### config.mk
export PLATFORM = sky130hd
export DESIGN_NAME = api_frame_rx_deframer
export DESIGN_NICKNAME = d
export VERILOG_FILES = /design/src/design/adfr_pkg.sv /design/src/design/api_frame_rx_deframer.sv /design/src/design/adfr_front.sv /design/src/design/adfr_queue.sv /design/src/design/adfr_back.sv
export SDC_FILE = /design/constraint.sdc
export NUM_CORES = 1
export LEC_CHECK = 0
export BUFFER_PORTS_ARGS = -buffer_cell sky130_fd_sc_hd__clkbuf_2
export CAP_MARGIN = 25
export CORE_ASPECT_RATIO = 0.75
export CORE_MARGIN = 8
export CORE_UTILIZATION = 35
export DETAILED_ROUTE_END_ITERATION = 6
export GPL_ROUTABILITY_DRIVEN = 0
export PLACE_DENSITY = 0.51
export SYNTH_ARGS = -nofsm -noshare
export SYNTH_HDL_FRONTEND = slang
export SYNTH_HIERARCHICAL = 1
export SYNTH_SLANG_ARGS = --single-unit
### constraint.sdc
create_clock -name clk -period 3.6 [get_ports clk]
set_input_delay 0.18 -clock clk [delete_from_list [all_inputs] [get_ports clk]]
set_output_delay 0.18 -clock clk [all_outputs]
set_load 0.05 [all_outputs]
### src/design/adfr_pkg.sv
`default_nettype none
// ----------------------------------------------------------------------------
// adfr_pkg
// Shared types and constants of the API frame receive deframer.
// ----------------------------------------------------------------------------
package adfr_pkg;

    localparam logic [7:0]  START_DELIM       = 8'h7E;
    localparam logic [7:0]  CKS_BASE          = 8'hFF;
    localparam logic [7:0]  MIN_OFFSET        = 8'd4;
    localparam logic [7:0]  RESET_FRAME_TYPE  = 8'h91;
    localparam logic [7:0]  RESET_OFFSET      = 8'd21;
    localparam logic [15:0] RESET_MAX_PAYLOAD = 16'd256;
    localparam int          QUEUE_DEPTH       = 4;

    // configuration register indexes
    localparam logic [1:0] REG_FRAME_TYPE  = 2'd0;
    localparam logic [1:0] REG_OFFSET      = 2'd1;
    localparam logic [1:0] REG_MAX_PAYLOAD = 2'd2;

    typedef enum logic [1:0] {
        STAT_GOOD      = 2'd0,
        STAT_BAD_CKS   = 2'd1,
        STAT_TOO_LONG  = 2'd2,
        STAT_TOO_SHORT = 2'd3
    } status_t;

    typedef enum logic [3:0] {
        PH_HUNT   = 4'b0001,
        PH_LEN_HI = 4'b0010,
        PH_LEN_LO = 4'b0100,
        PH_BODY   = 4'b1000
    } phase_t;

    typedef enum logic [1:0] {
        CMD_START = 2'd0,
        CMD_DATA  = 2'd1,
        CMD_END   = 2'd2
    } cmd_kind_t;

    typedef struct packed {
        cmd_kind_t   kind;
        logic [7:0]  data;
        logic        emit;
        status_t     err;
        logic [15:0] count;
    } cmd_t;

    typedef struct packed {
        logic [7:0]  frame_type;
        logic [7:0]  offset;
        logic [15:0] max_payload;
    } cfg_t;

endpackage
`default_nettype wire

### src/design/api_frame_rx_deframer.sv
`default_nettype none
// ----------------------------------------------------------------------------
// api_frame_rx_deframer
// Receive-side API frame deframer with payload streaming and status words.
// ----------------------------------------------------------------------------
// Takes one received byte per cycle. The parser hunts for the 0x7E delimiter,
// reads the big-endian length, checks the frame type and header limits, and
// queues commands; the output side keeps the checksum sum and emits payload
// words and one end word (status and payload count) per accepted frame.
// Frames of another type produce no words. Throughput is one byte per cycle:
// in_stall rises only when the QUEUE_DEPTH-entry command queue is full, which
// happens only while out_stall holds the output register. A byte's word goes
// via the command queue and the output register. Configuration is always
// ready (cfg_ready is tied high); write only while no frame is in flight.
module api_frame_rx_deframer #(
    parameter int QUEUE_DEPTH = adfr_pkg::QUEUE_DEPTH
) (
    input  wire logic        clk,
    input  wire logic        rst_n,
    input  wire logic        in_valid,
    output logic             in_stall,
    input  wire logic [7:0]  rx_byte,
    output logic             out_valid,
    input  wire logic        out_stall,
    output logic [7:0]       out_byte,
    output logic             is_end,
    output logic [1:0]       frame_status,
    output logic [15:0]      payload_count,
    input  wire logic        cfg_valid,
    output logic             cfg_ready,
    input  wire logic [1:0]  cfg_index,
    input  wire logic [15:0] cfg_data
);
    import adfr_pkg::*;

    cfg_t cfg_reg, cfg_next;
    cmd_t push_cmd, pop_cmd;
    logic push, pop, q_full, q_avail;

    assign cfg_ready = 1'b1;

    always_comb
    begin
        cfg_next = cfg_reg;
        if (cfg_valid && cfg_ready)
        begin
            case (cfg_index)
                REG_FRAME_TYPE:  cfg_next.frame_type  = cfg_data[7:0];
                REG_OFFSET:      cfg_next.offset      = cfg_data[7:0];
                REG_MAX_PAYLOAD: cfg_next.max_payload = cfg_data;
                default:         cfg_next             = cfg_reg;
            endcase
        end
    end

    always_ff @(posedge clk or negedge rst_n)
    begin
        if (!rst_n)
        begin
            cfg_reg.frame_type  <= RESET_FRAME_TYPE;
            cfg_reg.offset      <= RESET_OFFSET;
            cfg_reg.max_payload <= RESET_MAX_PAYLOAD;
        end
        else
        begin
            cfg_reg <= cfg_next;
        end
    end

    assign in_stall = q_full;

    adfr_front u_front (
        .clk      (clk),
        .rst_n    (rst_n),
        .in_valid (in_valid),
        .in_stall (in_stall),
        .rx_byte  (rx_byte),
        .cfg      (cfg_reg),
        .cmd      (push_cmd),
        .cmd_push (push)
    );

    adfr_queue #(
        .DEPTH (QUEUE_DEPTH)
    ) u_queue (
        .clk       (clk),
        .rst_n     (rst_n),
        .push      (push),
        .push_cmd  (push_cmd),
        .full      (q_full),
        .pop       (pop),
        .pop_cmd   (pop_cmd),
        .not_empty (q_avail)
    );

    adfr_back u_back (
        .clk           (clk),
        .rst_n         (rst_n),
        .cmd           (pop_cmd),
        .cmd_avail     (q_avail),
        .cmd_pop       (pop),
        .out_valid     (out_valid),
        .out_stall     (out_stall),
        .out_byte      (out_byte),
        .is_end        (is_end),
        .frame_status  (frame_status),
        .payload_count (payload_count)
    );

endmodule
`default_nettype wire

### src/design/adfr_front.sv
`default_nettype none
// ----------------------------------------------------------------------------
// adfr_front
// Byte parser: delimiter hunt, length, header checks, and command issue.
// ----------------------------------------------------------------------------
module adfr_front (
    input  wire logic           clk,
    input  wire logic           rst_n,
    input  wire logic           in_valid,
    input  wire logic           in_stall,
    input  wire logic [7:0]     rx_byte,
    input  wire adfr_pkg::cfg_t cfg,
    output adfr_pkg::cmd_t      cmd,
    output logic                cmd_push
);
    import adfr_pkg::*;

    phase_t      phase_reg, phase_next;
    logic [15:0] pos_reg, pos_next;
    logic [15:0] len_reg, len_next;
    logic        skip_reg, skip_next;
    status_t     err_reg, err_next;

    logic        accept;
    logic [7:0]  eff_off;
    logic [15:0] full_len;
    logic [16:0] hdr_cks;
    logic [16:0] hdr_diff;
    status_t     hdr_err;
    logic [16:0] end_cks;
    logic [16:0] end_diff;
    logic [15:0] end_count;
    logic [16:0] abs_pos;
    logic        skip_eff;

    assign accept   = in_valid && !in_stall;
    assign eff_off  = (cfg.offset < MIN_OFFSET) ? MIN_OFFSET : cfg.offset;

    // header checks on the full length as the low byte arrives
    assign full_len = {len_reg[15:8], rx_byte};
    assign hdr_cks  = {1'b0, full_len} + 17'd3;
    assign hdr_diff = hdr_cks - {9'd0, eff_off};

    always_comb
    begin
        if (hdr_cks < {9'd0, eff_off})
            hdr_err = STAT_TOO_SHORT;
        else if (hdr_diff >= {1'b0, cfg.max_payload})
            hdr_err = STAT_TOO_LONG;
        else
            hdr_err = STAT_GOOD;
    end

    // payload count from the live offset
    assign end_cks   = {1'b0, len_reg} + 17'd3;
    assign end_diff  = end_cks - {9'd0, eff_off};
    assign end_count = (end_cks >= {9'd0, eff_off}) ? end_diff[15:0] : 16'd0;
    assign abs_pos   = {1'b0, pos_reg} + 17'd3;
    assign skip_eff  = skip_reg || ((pos_reg == 16'd0) && (rx_byte != cfg.frame_type));

    always_comb
    begin
        phase_next = phase_reg;
        pos_next   = pos_reg;
        len_next   = len_reg;
        skip_next  = skip_reg;
        err_next   = err_reg;
        cmd_push   = 1'b0;
        cmd.kind   = CMD_START;
        cmd.data   = rx_byte;
        cmd.emit   = 1'b0;
        cmd.err    = err_reg;
        cmd.count  = 16'd0;
        if (accept)
        begin
            case (phase_reg)
                PH_LEN_HI:
                begin
                    len_next   = {rx_byte, 8'd0};
                    phase_next = PH_LEN_LO;
                end
                PH_LEN_LO:
                begin
                    len_next   = full_len;
                    pos_next   = 16'd0;
                    skip_next  = 1'b0;
                    err_next   = hdr_err;
                    phase_next = PH_BODY;
                    cmd_push   = 1'b1;
                    cmd.kind   = CMD_START;
                end
                PH_BODY:
                begin
                    if (pos_reg == len_reg)
                    begin
                        phase_next = PH_HUNT;
                        cmd_push   = !skip_reg;
                        cmd.kind   = CMD_END;
                        cmd.count  = (err_reg == STAT_TOO_SHORT) ? 16'd0 : end_count;
                    end
                    else
                    begin
                        skip_next = skip_eff;
                        pos_next  = pos_reg + 16'd1;
                        cmd_push  = !skip_eff;
                        cmd.kind  = CMD_DATA;
                        cmd.emit  = (err_reg == STAT_GOOD) && (abs_pos >= {9'd0, eff_off});
                    end
                end
                default:
                begin
                    phase_next = (rx_byte == START_DELIM) ? PH_LEN_HI : PH_HUNT;
                end
            endcase
        end
    end

    always_ff @(posedge clk or negedge rst_n)
    begin
        if (!rst_n)
        begin
            phase_reg <= PH_HUNT;
            pos_reg   <= 16'd0;
            len_reg   <= 16'd0;
            skip_reg  <= 1'b0;
            err_reg   <= STAT_GOOD;
        end
        else
        begin
            phase_reg <= phase_next;
            pos_reg   <= pos_next;
            len_reg   <= len_next;
            skip_reg  <= skip_next;
            err_reg   <= err_next;
        end
    end

endmodule
`default_nettype wire

### src/design/adfr_queue.sv
`default_nettype none
// ----------------------------------------------------------------------------
// adfr_queue
// Short command queue between the parser and the output side.
// ----------------------------------------------------------------------------
module adfr_queue #(
    parameter int DEPTH = adfr_pkg::QUEUE_DEPTH
) (
    input  wire logic           clk,
    input  wire logic           rst_n,
    input  wire logic           push,
    input  wire adfr_pkg::cmd_t push_cmd,
    output logic                full,
    input  wire logic           pop,
    output adfr_pkg::cmd_t      pop_cmd,
    output logic                not_empty
);
    import adfr_pkg::*;

    localparam int AW = (DEPTH > 1) ? $clog2(DEPTH) : 1;
    localparam int CW = $clog2(DEPTH + 1);
    localparam logic [AW-1:0] LAST  = AW'(DEPTH - 1);
    localparam logic [CW-1:0] LIMIT = CW'(DEPTH);

    cmd_t          slot_reg [DEPTH];
    logic [AW-1:0] wr_reg, wr_next;
    logic [AW-1:0] rd_reg, rd_next;
    logic [CW-1:0] cnt_reg, cnt_next;
    logic          do_push, do_pop;

    assign full      = (cnt_reg == LIMIT);
    assign not_empty = (cnt_reg != '0);
    assign do_push   = push && !full;
    assign do_pop    = pop && not_empty;
    assign pop_cmd   = slot_reg[rd_reg];

    always_comb
    begin
        wr_next  = do_push ? ((wr_reg == LAST) ? '0 : wr_reg + 1'b1) : wr_reg;
        rd_next  = do_pop  ? ((rd_reg == LAST) ? '0 : rd_reg + 1'b1) : rd_reg;
        cnt_next = cnt_reg;
        if (do_push && !do_pop)
            cnt_next = cnt_reg + 1'b1;
        else if (do_pop && !do_push)
            cnt_next = cnt_reg - 1'b1;
    end

    always_ff @(posedge clk)
    begin
        if (do_push)
            slot_reg[wr_reg] <= push_cmd;
    end

    always_ff @(posedge clk or negedge rst_n)
    begin
        if (!rst_n)
        begin
            wr_reg  <= '0;
            rd_reg  <= '0;
            cnt_reg <= '0;
        end
        else
        begin
            wr_reg  <= wr_next;
            rd_reg  <= rd_next;
            cnt_reg <= cnt_next;
        end
    end

endmodule
`default_nettype wire

### src/design/adfr_back.sv
`default_nettype none
// ----------------------------------------------------------------------------
// adfr_back
// Checksum accumulation, status decision and the output word register.
// ----------------------------------------------------------------------------
module adfr_back (
    input  wire logic           clk,
    input  wire logic           rst_n,
    input  wire adfr_pkg::cmd_t cmd,
    input  wire logic           cmd_avail,
    output logic                cmd_pop,
    output logic                out_valid,
    input  wire logic           out_stall,
    output logic [7:0]          out_byte,
    output logic                is_end,
    output logic [1:0]          frame_status,
    output logic [15:0]         payload_count
);
    import adfr_pkg::*;

    logic [7:0]  sum_reg, sum_next;
    logic        vld_reg, vld_next;
    logic [7:0]  byte_reg, byte_next;
    logic        end_reg, end_next;
    status_t     stat_reg, stat_next;
    logic [15:0] cnt_reg, cnt_next;

    logic        needs_out;
    logic        slot_free;
    logic [7:0]  expect_cks;

    assign needs_out  = (cmd.kind == CMD_END) || ((cmd.kind == CMD_DATA) && cmd.emit);
    assign slot_free  = !vld_reg || !out_stall;
    assign cmd_pop    = cmd_avail && (!needs_out || slot_free);
    assign expect_cks = CKS_BASE - sum_reg;

    always_comb
    begin
        sum_next  = sum_reg;
        vld_next  = vld_reg && out_stall;
        byte_next = byte_reg;
        end_next  = end_reg;
        stat_next = stat_reg;
        cnt_next  = cnt_reg;
        if (cmd_pop)
        begin
            case (cmd.kind)
                CMD_START:
                begin
                    sum_next = 8'd0;
                end
                CMD_DATA:
                begin
                    sum_next = sum_reg + cmd.data;
                    if (cmd.emit)
                    begin
                        vld_next  = 1'b1;
                        byte_next = cmd.data;
                        end_next  = 1'b0;
                        stat_next = STAT_GOOD;
                        cnt_next  = 16'd0;
                    end
                end
                CMD_END:
                begin
                    vld_next  = 1'b1;
                    byte_next = 8'd0;
                    end_next  = 1'b1;
                    cnt_next  = cmd.count;
                    // header errors win over the checksum result
                    if (cmd.err != STAT_GOOD)
                        stat_next = cmd.err;
                    else if (expect_cks == cmd.data)
                        stat_next = STAT_GOOD;
                    else
                        stat_next = STAT_BAD_CKS;
                end
                default:
                begin
                    sum_next = sum_reg;
                end
            endcase
        end
    end

    always_ff @(posedge clk or negedge rst_n)
    begin
        if (!rst_n)
        begin
            sum_reg <= 8'd0;
            vld_reg <= 1'b0;
        end
        else
        begin
            sum_reg <= sum_next;
            vld_reg <= vld_next;
        end
    end

    always_ff @(posedge clk)
    begin
        byte_reg <= byte_next;
        end_reg  <= end_next;
        stat_reg <= stat_next;
        cnt_reg  <= cnt_next;
    end

    assign out_valid     = vld_reg;
    assign out_byte      = byte_reg;
    assign is_end        = end_reg;
    assign frame_status  = stat_reg;
    assign payload_count = cnt_reg;

endmodule
`default_nettype wire
==> flow_summary.json, run 1 <==
{
  "violations": "setup timing",
  "grt_pass1_wl_um": 50140,
  "cts_buffer_depth": 3,
  "ys_ff_latch": 230,
  "yosysSeqAreaShare": 0.5112,
  "antenna_found_initial": 2,
  "path_cells": "nor4_4, nand2_1, and2_4, ha_4, inv_2, fa_2, a211oi_2, o21ai_1, nand3b_1, and2_4, nand2_2, a32oi_2, xnor2_1, ha_1, a21o_1, a21o_1, a21oi_2, o21ai_2, nand4_1, a31oi_1, a211o_1",
  "drc": 0,
  "vias": 8540,
  "synthCells": 1040,
  "synth.mux.area_fraction": 0.1004,
  "routed_via_density": 5.120,
  "fin_crit_ps": 3680,
  "power_frac_comb": 0.154,
  "worstSetupPathType": "reg -> reg",
  "synth_top_family_by_area": "simple AND/OR/NAND/NOR gates",
  "async_reset_ff_frac": 0.3783,
  "finalCritPeriodShare": 1.022,
  "finalMaxSlewViolations": 0,
  "synth_fa_ha_area_frac": 0.06652,
  "critPathSlowestCell": "dfstp_2",
  "synth.top_cell.area_share": 0.3387,
  "die_w_um": 235.8,
  "critPathMaxFanout": 3,
  "synth_compound_area_frac": 0.08132,
  "grt_pass1_vias": 8710,
  "slew_headroom": 0.4214,
  "yosys-top-cells-area": "edfxtp_1, dfrtp_1, ha_1",
  "drt_wl_total_um": 31060,
  "ios": 61,
  "slowest_delay_ps": 550,
  "clk_latency_ps": 530,
  "ant_nets": 0,
  "hold_violations": 0,
  "fin_total_pwr_mw": 6.665,
  "nNetsFinal": 1280,
  "htreeDepth": 1,
  "intPower_mw": 5.051,
  "worst_hold_path_type": "in -> reg",
  "start_util": 0.3541,
  "dpl.hpwl_um": 22840,
  "largest_reg_flops": 116,
  "r2r_slack_ps": -80,
  "arrival_ps": 4100,
  "synth-simple-area-share": 0.1352,
  "cts_made_buffers": 25,
  "cts_tree": "done",
  "clock_power_share": 0.409,
  "r2r-end": "u_front/err_reg[1]",
  "peakVddDrop_v": 0.0002702,
  "powerDensity_nw_per_um2": 439.9,
  "postPlaceCellArea_sq_um": 14010,
  "core-area_sq_um": 35810,
  "rsz0062_at_grt": "yes",
  "synthDistinctLibCells": 90,
  "final_cell_mix": "edfxtp_1, buf_4, nor2_1",
  "drive_gt1_frac": 0.2745,
  "power.switching_mw": 1.615,
  "rows": 60,
  "synth_warnings": 6,
  "globalRouteTotalUtil": 0.1460,
  "syn-cell-area_sq_um": 12680,
  "root_buffer": "clkbuf_16",
  "swShare": 0.2422,
  "grt-ovfl-total": 0,
  "status": "finished, violations left",
  "drtIter0Drc": 560,
  "synth_xor_area_frac": 0.06770,
  "cp.required_ps": 4020,
  "worstMarginPinSlew_ps": 867.8,
  "synth_edf_count": 143,
  "final-setup-viol-count": 1,
  "synth.net_count": 1136,
  "dieArea_sq_um": 42630,
  "final_util": 0.4231,
  "die_h_um": 180.8,
  "cp-start-kind": "register",
  "reg2reg_from": "cfg_reg[18]",
  "synthFlopType": "edfxtp_1",
  "syn2layout_area_growth_pct": 19.50,
  "p_leak_nw": 6.054,
  "post-route-worst-setup-slack_ps": -79.59,
  "fill_cells": 3331,
  "cts_sinks": 230,
  "yosysTopAreaCell": "edfxtp_1",
  "pwr-share-seq": 0.436,
  "min_to": "u_front/phase_reg[2]",
  "clock_skew_ps": 7.608,
  "syn_area_per_cell_sq_um": 12.19,
  "grt_max_degree": 59,
  "clkTransAtPathRegs_ps": 60,
  "cap_violations": 0,
  "fin_area_sq_um": 15150,
  "cp-end-kind": "register",
  "mostFrequentLayoutCell": "edfxtp_1",
  "dr.pass1.iters": 5,
  "port_buffers": 59,
  "min_from": "in_valid",
  "max_freq_mhz": 271.8,
  "wire_per_inst_um": 18.62,
  "holdPathStages": 3,
  "r2r_cells": 21
}
-- layer usage --
layer,GRT usage,vias to the layer above,wire [um]
met5,0,-,0
met2,0.2261,150,13740
met4,0.02632,0,461
met3,0.02798,33,1401
li1,-,4101,-
met1,0.2122,4256,15460
-- power by group through the flow --
stage	sequential (mW)	combinational, mW	clock [mW]
floorplan	2.95	0.600	0
global placement	2.96	0.966	0
detailed placement	2.96	0.974	0
CTS	2.91	1.03	2.82
global route	2.92	1.15	2.92
finish	2.91	1.03	2.73
-- Yosys cell counts, types with 4 or more instances --
library cell and n:
a211oi_1 8, a21o_1 9, a21oi_1 22, a31oi_1 4, and2_1 23, and3_1 9
buf_2 21, buf_4 11, buf_6 4, clkbuf_1 19, dfrtp_1 79, dfstp_2 8
edfxtp_1 143, fa_1 4, ha_1 61, inv_1 43, mux2_2 47, mux2i_1 6
mux4_2 29, nand2_1 64, nand2b_1 7, nand3_1 21, nand4_1 20, nor2_1 88
nor2b_1 15, nor3_1 12, nor4_1 7, o211ai_1 4, o21a_1 10, o21ai_0 38
o22ai_1 5, or2_2 6, or3_1 7, xnor2_1 68, xor2_1 30
-- cells by family (layout without fill, tap and decap cells) --
group / count (synthesis) / in the layout
compound gates: 148 / 148
xor+xnor: 98 / 98
fa+ha+maj: 65 / 65
buf+inv: 100 / 262
flops: 230 / 230
mux: 84 / 84
other cells: 1 / 2
simple gates: 314 / 314
-- metrics by stage --
stage                     setup TNS (ps)  hold slack, ps  std cells  worst slack, ps
final                             -79.59           48.15       1668           -79.59
after global routing              -311.4           89.25       1667           -311.4
after CTS                         -182.5           31.47       1667           -182.5
after detailed placement          -175.6           361.4       1600           -175.6
after global placement            -164.8           362.0       1600           -164.8
after floorplan                        0          -115.6       1040            41.14
-- final cells by class --
class	instances	area (sq um)	share of cell area
Clock inverter	16	221.5	0.01462
Multi-Input combinational cell	710	5802	0.3829
Antenna cell	1	2.502	0.0001652
Inverter	43	161.4	0.01065
Sequential cell	230	6482	0.4279
Timing Repair Buffer	174	1249	0.08242
Tap cell	465	581.8	0.03840
Clock buffer	29	650.6	0.04294
-- worst max path at each step --
stage           startpoint            endpoint  cells after the start
2_1_floorplan  cfg_reg[20]  u_front/err_reg[1]                     21
3_3_place_gp   cfg_reg[20]  u_front/err_reg[1]                     21
3_5_place_dp   cfg_reg[18]  u_front/err_reg[1]                     20
4_1_cts        cfg_reg[18]  u_front/err_reg[1]                     20
5_1_grt        cfg_reg[20]  u_front/err_reg[1]                     21
6_report       cfg_reg[18]  u_front/err_reg[1]                     21
-- worst max-delay path, delay by kind of cell (launching register included) --
kind,cells,cell delay (ps)
AOI/OAI and AO/OA,9,1350
adders and majority gates,3,800
and+or+nand+nor,7,720
DFF,1,550
xor gates and xnor gates,1,90
buffers and inverters,1,30
-- timing repair --
action,in CTS,in global routing
endpoints found under the hold margin,84,0
gates resized for setup,8,3
pin swaps,23,7
endpoints found under the setup margin,1,5
buffers inserted,2,0
hold buffers,20,0
Power figures use the tool's default switching activity.
==> inputs of run 2 (changes only) <==
--- a/config.mk
+++ b/config.mk
@@ -13,6 +13,7 @@
 export DETAILED_ROUTE_END_ITERATION = 6
 export GPL_ROUTABILITY_DRIVEN = 0
 export PLACE_DENSITY = 0.51
+export SETUP_SLACK_MARGIN = 0.3
 export SYNTH_ARGS = -nofsm -noshare
 export SYNTH_HDL_FRONTEND = slang
 export SYNTH_HIERARCHICAL = 1
==> constraint.sdc (replaced) <==
create_clock -name clk -period 3.6 [get_ports clk]
set_input_delay 0.18 -clock clk [delete_from_list [all_inputs] [get_ports clk]]
set_output_delay 0.18 -clock clk [all_outputs]
set_load 0.02 [all_outputs]
==> flow_summary.json, run 2 (synthesis gave the netlist of run 1 again) <==
{
  "status": "finished, violations left",
  "violations": "setup timing",
  "cts_sinks": 230,
  "pwr-share-seq": 0.437,
  "setup_tns_ps": -79.85,
  "path_cells": "nor4_2, nand2_1, and2_4, ha_4, inv_2, fa_2, a211oi_4, o21ai_1, nand3b_1, and2_4, nand2_1, a32oi_1, xnor2_1, ha_1, a21o_1, a21o_1, a21oi_1, o21ai_1, nand4_1, a31oi_1, a211o_1",
  "swShare": 0.2494,
  "clock_skew_ps": 31.41,
  "peakVddDrop_v": 0.0003395,
  "ant_nets": 0,
  "nNetsFinal": 1269,
  "path_delay_family": "compound AO/OA/AOI/OAI gates",
  "cp-end-kind": "register",
  "arrival_ps": 4120,
  "post-route-worst-setup-slack_ps": -79.85,
  "final_cell_mix": "edfxtp_1, nor2_1, buf_4",
  "cp_num_buf_inv": 1,
  "slowest_delay_ps": 540,
  "cp-start-kind": "register",
  "cts_tree": "done",
  "powerDensity_nw_per_um2": 439.4,
  "clk_latency_ps": 550,
  "grt_pass1_vias": 8467,
  "syn2layout_area_growth_pct": 19.45,
  "clkTransAtPathRegs_ps": 60,
  "postPlaceCellArea_sq_um": 13940,
  "dpl.hpwl_um": 22890,
  "drt_wl_total_um": 31360,
  "worstMarginPinSlew_ps": 829.0,
  "power_frac_comb": 0.148,
  "grt_max_degree": 44,
  "drive_gt1_frac": 0.2783,
  "intPower_mw": 4.995,
  "cp.required_ps": 4040,
  "final_util": 0.4229,
  "die_w_um": 235.8,
  "dr.pass1.iters": 5,
  "drc": 0,
  "cts_buffer_depth": 3,
  "finalMaxSlewViolations": 0,
  "p_leak_nw": 6.022,
  "die_h_um": 180.8,
  "worst_hold_path_type": "in -> reg",
  "htreeDepth": 1,
  "globalRouteTotalUtil": 0.1442,
  "largest_reg_flops": 116,
  "core-area_sq_um": 35810,
  "ios": 61,
  "worstSetupPathType": "reg -> reg",
  "rsz0062_at_grt": "yes",
  "fin_crit_ps": 3680,
  "vias": 8561,
  "wire_per_inst_um": 18.90,
  "drtIter0Drc": 629,
  "max_freq_mhz": 271.8,
  "dieArea_sq_um": 42630,
  "fin_area_sq_um": 15140,
  "start_util": 0.3541,
  "critPathSlowestCell": "dfstp_2",
  "fin_total_pwr_mw": 6.655,
  "mostFrequentLayoutCell": "edfxtp_1",
  "hold_violations": 0,
  "grt-ovfl-total": 0,
  "root_buffer": "clkbuf_16",
  "slew_headroom": 0.4473,
  "cap_violations": 0,
  "grt_pass1_wl_um": 49180,
  "cts_made_buffers": 26,
  "antenna_found_initial": 1,
  "port_buffers": 59,
  "finalCritPeriodShare": 1.022,
  "rows": 60,
  "final-setup-viol-count": 1,
  "critPathMaxFanout": 3,
  "routed_via_density": 5.160,
  "power.switching_mw": 1.660,
  "clock_power_share": 0.415
}
## run 2: layer usage
layer / GRT usage / wire length (um)
met5: 0 / 0
met2: 0.2204 / 13680
met3: 0.02813 / 1631
met4: 0.03203 / 675
met1: 0.2093 / 15360
## run 2: path summary, 6_finish.rpt
check	from	slack [ps]	to	cells after the start
setup / recovery	cfg_reg[20]	-80	u_front/err_reg[1]	21
hold / removal	rx_byte[5]	40	u_front/len_reg[13]	2
setup reg to reg	cfg_reg[20]	-80	u_front/err_reg[1]	21
hold reg to reg	u_back/sum_reg[4]	490	u_back/sum_reg[4]	2
max in group asynchronous	rst_n	2580	cfg_reg[28]	3
min in group asynchronous	rst_n	200	cfg_reg[22]	2
## run 2: final cells by class
class / count / area [sq um]
tap: 465 / 581.8
clock inverter: 16 / 181.4
clock buffer: 32 / 714.4
antenna: 1 / 2.502
sequential: 230 / 6486
timing repair buffer: 161 / 1149
multi-input combinational: 711 / 5868
fill: 3369 / 20660
inverter: 43 / 161.4
## run 2: power groups by stage
stage               logic, mW  registers [mW]  clock network [mW]
finish                  0.986            2.91                2.76
floorplan               0.600            2.95                   0
global route             1.10            2.92                2.93
global placement        0.930            2.96                   0
detailed placement      0.934            2.96                   0
CTS                     0.960            2.91                2.83
## run 2: per-stage QoR
stage,hold WS (ps),std cells,setup slack (ps)
2_1_floorplan,-115.6,1040,114.0
3_3_place_gp,248.9,1589,-105.3
3_5_place_dp,245.4,1589,-91.13
4_1_cts,22.50,1657,-95.05
5_1_grt,38.57,1659,-282.3
6_report,44.19,1659,-79.85
## run 2: repair_timing
| item | CTS | global route |
|---|---|---|
| gates cloned | 1 | 0 |
| hold buffers | 19 | 0 |
| endpoints found under the hold margin | 71 | 0 |
| gates resized for setup | 4 | 21 |
| setup buffers | 0 | 1 |
| pin swaps | 2 | 7 |
| endpoints found under the setup margin | 65 | 71 |
==> inputs of run 3 (changes only) <==
--- a/config.mk
+++ b/config.mk
@@ -5,10 +5,10 @@
 export SDC_FILE = /design/constraint.sdc
 export NUM_CORES = 1
 export LEC_CHECK = 0
+export ABC_AREA = 1
 export BUFFER_PORTS_ARGS = -buffer_cell sky130_fd_sc_hd__clkbuf_2
 export CAP_MARGIN = 25
 export CORE_ASPECT_RATIO = 0.75
-export CORE_MARGIN = 8
 export CORE_UTILIZATION = 35
 export DETAILED_ROUTE_END_ITERATION = 6
 export GPL_ROUTABILITY_DRIVEN = 0
==> flow_summary.json, run 3 <==
{
  "cap_violations": 0,
  "antenna_found_initial": 0,
  "synth_xor_area_frac": 0.05300,
  "start_util": 0.3565,
  "grt_pass1_wl_um": 56210,
  "finalMaxSlewViolations": 0,
  "status": "finished clean",
  "synth-simple-area-share": 0.2413,
  "die_h_um": 173.4,
  "synth_compound_area_frac": 0.07544,
  "swShare": 0.3899,
  "die_w_um": 230.6,
  "rsz0062_at_grt": "yes",
  "worstSetupPathType": "reg -> reg",
  "synthDistinctLibCells": 51,
  "power.switching_mw": 4.186,
  "synth.mux.area_fraction": 0,
  "grt-ovfl-total": 0,
  "drtIter0Drc": 725,
  "dieArea_sq_um": 40000,
  "setup_tns_ps": 0,
  "syn_area_per_cell_sq_um": 8.799,
  "synth_most_common_cell": "nand2_1",
  "p_leak_nw": 7.308,
  "cp-start-kind": "register",
  "worstMarginPinSlew_ps": 813.6,
  "synth.top_cell.area_share": 0.3131,
  "cts_made_buffers": 26,
  "vias": 10500,
  "yosys-top-cells-area": "edfxtp_1, dfrtp_1, nand2_1",
  "yosysTopAreaCell": "edfxtp_1",
  "synthFlopType": "edfxtp_1",
  "ant_nets": 0,
  "cts_sinks": 230,
  "clock_power_share": 0.262,
  "wire_per_inst_um": 16.22,
  "max_freq_mhz": 311.1,
  "cp-end-kind": "register",
  "grt_pass1_vias": 10120,
  "grt_max_degree": 76,
  "async_reset_ff_frac": 0.3783,
  "dpl.hpwl_um": 25910,
  "largest_reg_flops": 116,
  "ys_ff_latch": 230,
  "synthCells": 1559,
  "pwr-share-seq": 0.340,
  "final_util": 0.4117,
  "peakVddDrop_v": 0.0003261,
  "worst_hold_path_type": "in -> reg",
  "ios": 61,
  "synth_warnings": 6,
  "cts_tree": "done",
  "dr.pass1.iters": 6,
  "rows": 62,
  "power_frac_comb": 0.398,
  "drc": 0,
  "synthTopCellsByCount": "nand2_1, inv_1, edfxtp_1",
  "core-area_sq_um": 38480,
  "arrival_ps": 3650,
  "fin_crit_ps": 3214,
  "cts_buffer_depth": 3,
  "synth.net_count": 1655,
  "finalCritPeriodShare": 0.8928,
  "hold_violations": 0,
  "yosysSeqAreaShare": 0.4725,
  "clkTransAtPathRegs_ps": 60,
  "antenna_cells": 0,
  "routed_via_density": 4.828,
  "syn-cell-area_sq_um": 13720,
  "synth_edf_count": 143,
  "powerDensity_nw_per_um2": 677.8,
  "final-setup-viol-count": 0,
  "port_buffers": 59,
  "globalRouteTotalUtil": 0.1797,
  "final_cell_mix": "nand2_1, inv_1, edfxtp_1",
  "drive_gt1_frac": 0.1576,
  "intPower_mw": 6.551,
  "syn2layout_area_growth_pct": 15.49,
  "synth_top_family_by_area": "simple AND/OR/NAND/NOR gates",
  "slew_headroom": 0.4576,
  "clock_skew_ps": 19.13,
  "root_buffer": "clkbuf_16",
  "synth_fa_ha_area_frac": 0.06148,
  "critPathMaxFanout": 3,
  "mostFrequentLayoutCell": "nand2_1",
  "htreeDepth": 1,
  "clk_latency_ps": 540,
  "cp.required_ps": 4030,
  "r2r_slack_ps": 390,
  "nNetsFinal": 1738,
  "drt_wl_total_um": 35270
}
## run 3: cell count changes in the layout (fill, tap and decap cells not counted), moves of 19 or more
cell      before  now
and2_1        21    0
buf_4         81   41
inv_1         42  226
mux2_2        47    0
mux4_2        29    0
nand2_1       63  420
nand3_1       21   66
nand4_1       20   49
o211ai_1       4   39
o211ai_2       0   19
xnor2_1       68   34
xor2_1        30   49
## run 3: cell families (layout without fill, tap and decap cells)
group                      Yosys count  after routing
adders and majority gates           65             65
xor gates and xnor gates            83             83
and+or+nand+nor                    725            725
other                                1              1
DFF                                230            230
buffers and inverters              306            409
AOI/OAI and AO/OA                  149            149
## run 3: per-stage QoR
| stage | power (mW) | hold slack (ps) | area [sq um] | cells | setup WS (ps) |
|---|---|---|---|---|---|
| 5_1_grt | 11.60 | 9.434 | 15840 | 2174 | 191.7 |
| 3_3_place_gp | 7.845 | 314.9 | 14550 | 2100 | 207.4 |
| 4_1_cts | 10.82 | 5.306 | 15740 | 2173 | 304.0 |
| 3_5_place_dp | 7.896 | 314.4 | 14550 | 2100 | 93.76 |
| 2_1_floorplan | 6.767 | -115.6 | 13720 | 1559 | 378.3 |
| 6_report | 10.74 | 34.27 | 15840 | 2174 | 386.0 |
## run 3: final timing paths
check	startpoint	end	depth (start not counted)
min in group asynchronous	rst_n	cfg_reg[26]	2
max in group asynchronous	rst_n	cfg_reg[8]	3
setup / recovery	cfg_reg[18]	u_front/err_reg[1]	25
hold reg to reg	cfg_reg[23]	cfg_reg[23]	2
setup reg to reg	cfg_reg[18]	u_front/err_reg[1]	25
hold / removal	rx_byte[3]	u_queue/slot_reg[3][22]	1
## run 3: power groups by stage
stage / Combinational, mW / Sequential, mW / Clock (mW)
finish: 4.28 / 3.65 / 2.81
global route: 4.90 / 3.71 / 2.99
CTS: 4.27 / 3.65 / 2.89
detailed placement: 4.20 / 3.70 / 0
global placement: 4.15 / 3.70 / 0
floorplan: 3.02 / 3.75 / 0
## run 3: routing by layer
layer  vias up  track usage  routed length (um)
li1       5250            -                   -
met1      4988       0.2621               17460
met2       214       0.2776               15310
met3        44      0.02878                1770
met4         0      0.04277                 734
met5         -            0                   0
## run 3: cell type report
cell class | count | area [sq um]
sequential | 230 | 6485
tap | 512 | 640.6
timing repair buffer | 121 | 838.3
clock inverter | 13 | 166.4
multi-input combinational | 1023 | 6075
clock buffer | 35 | 735.7
fill | 3878 | 22640
inverter | 240 | 900.9
## run 3: critical path, stage by stage (launching register included)
cell,delay [ps]
dfstp_2,560
nor4_4,50
nand3_2,80
nand2_1,70
inv_2,60
ha_2,160
inv_2,40
fa_2,350
nand3_2,90
nand2_2,80
nand2_2,70
nand2_2,60
nor2_2,120
nand2_2,100
xor2_1,160
ha_1,320
a21oi_2,140
nor3_1,60
nor3_2,110
nand2_1,70
nand2_1,50
nand2_1,40
nand2_1,50
nand3_1,60
nor2_1,110
nor2_1,50
## run 3: timing repair
item                                    4_1_cts  5_1_grt
hold endpoints to repair                     85        0
setup buffers                                 5        1
resized for setup                            12       30
pin swaps                                     9       10
endpoints found under the setup margin        1       67
hold buffers                                 20        0
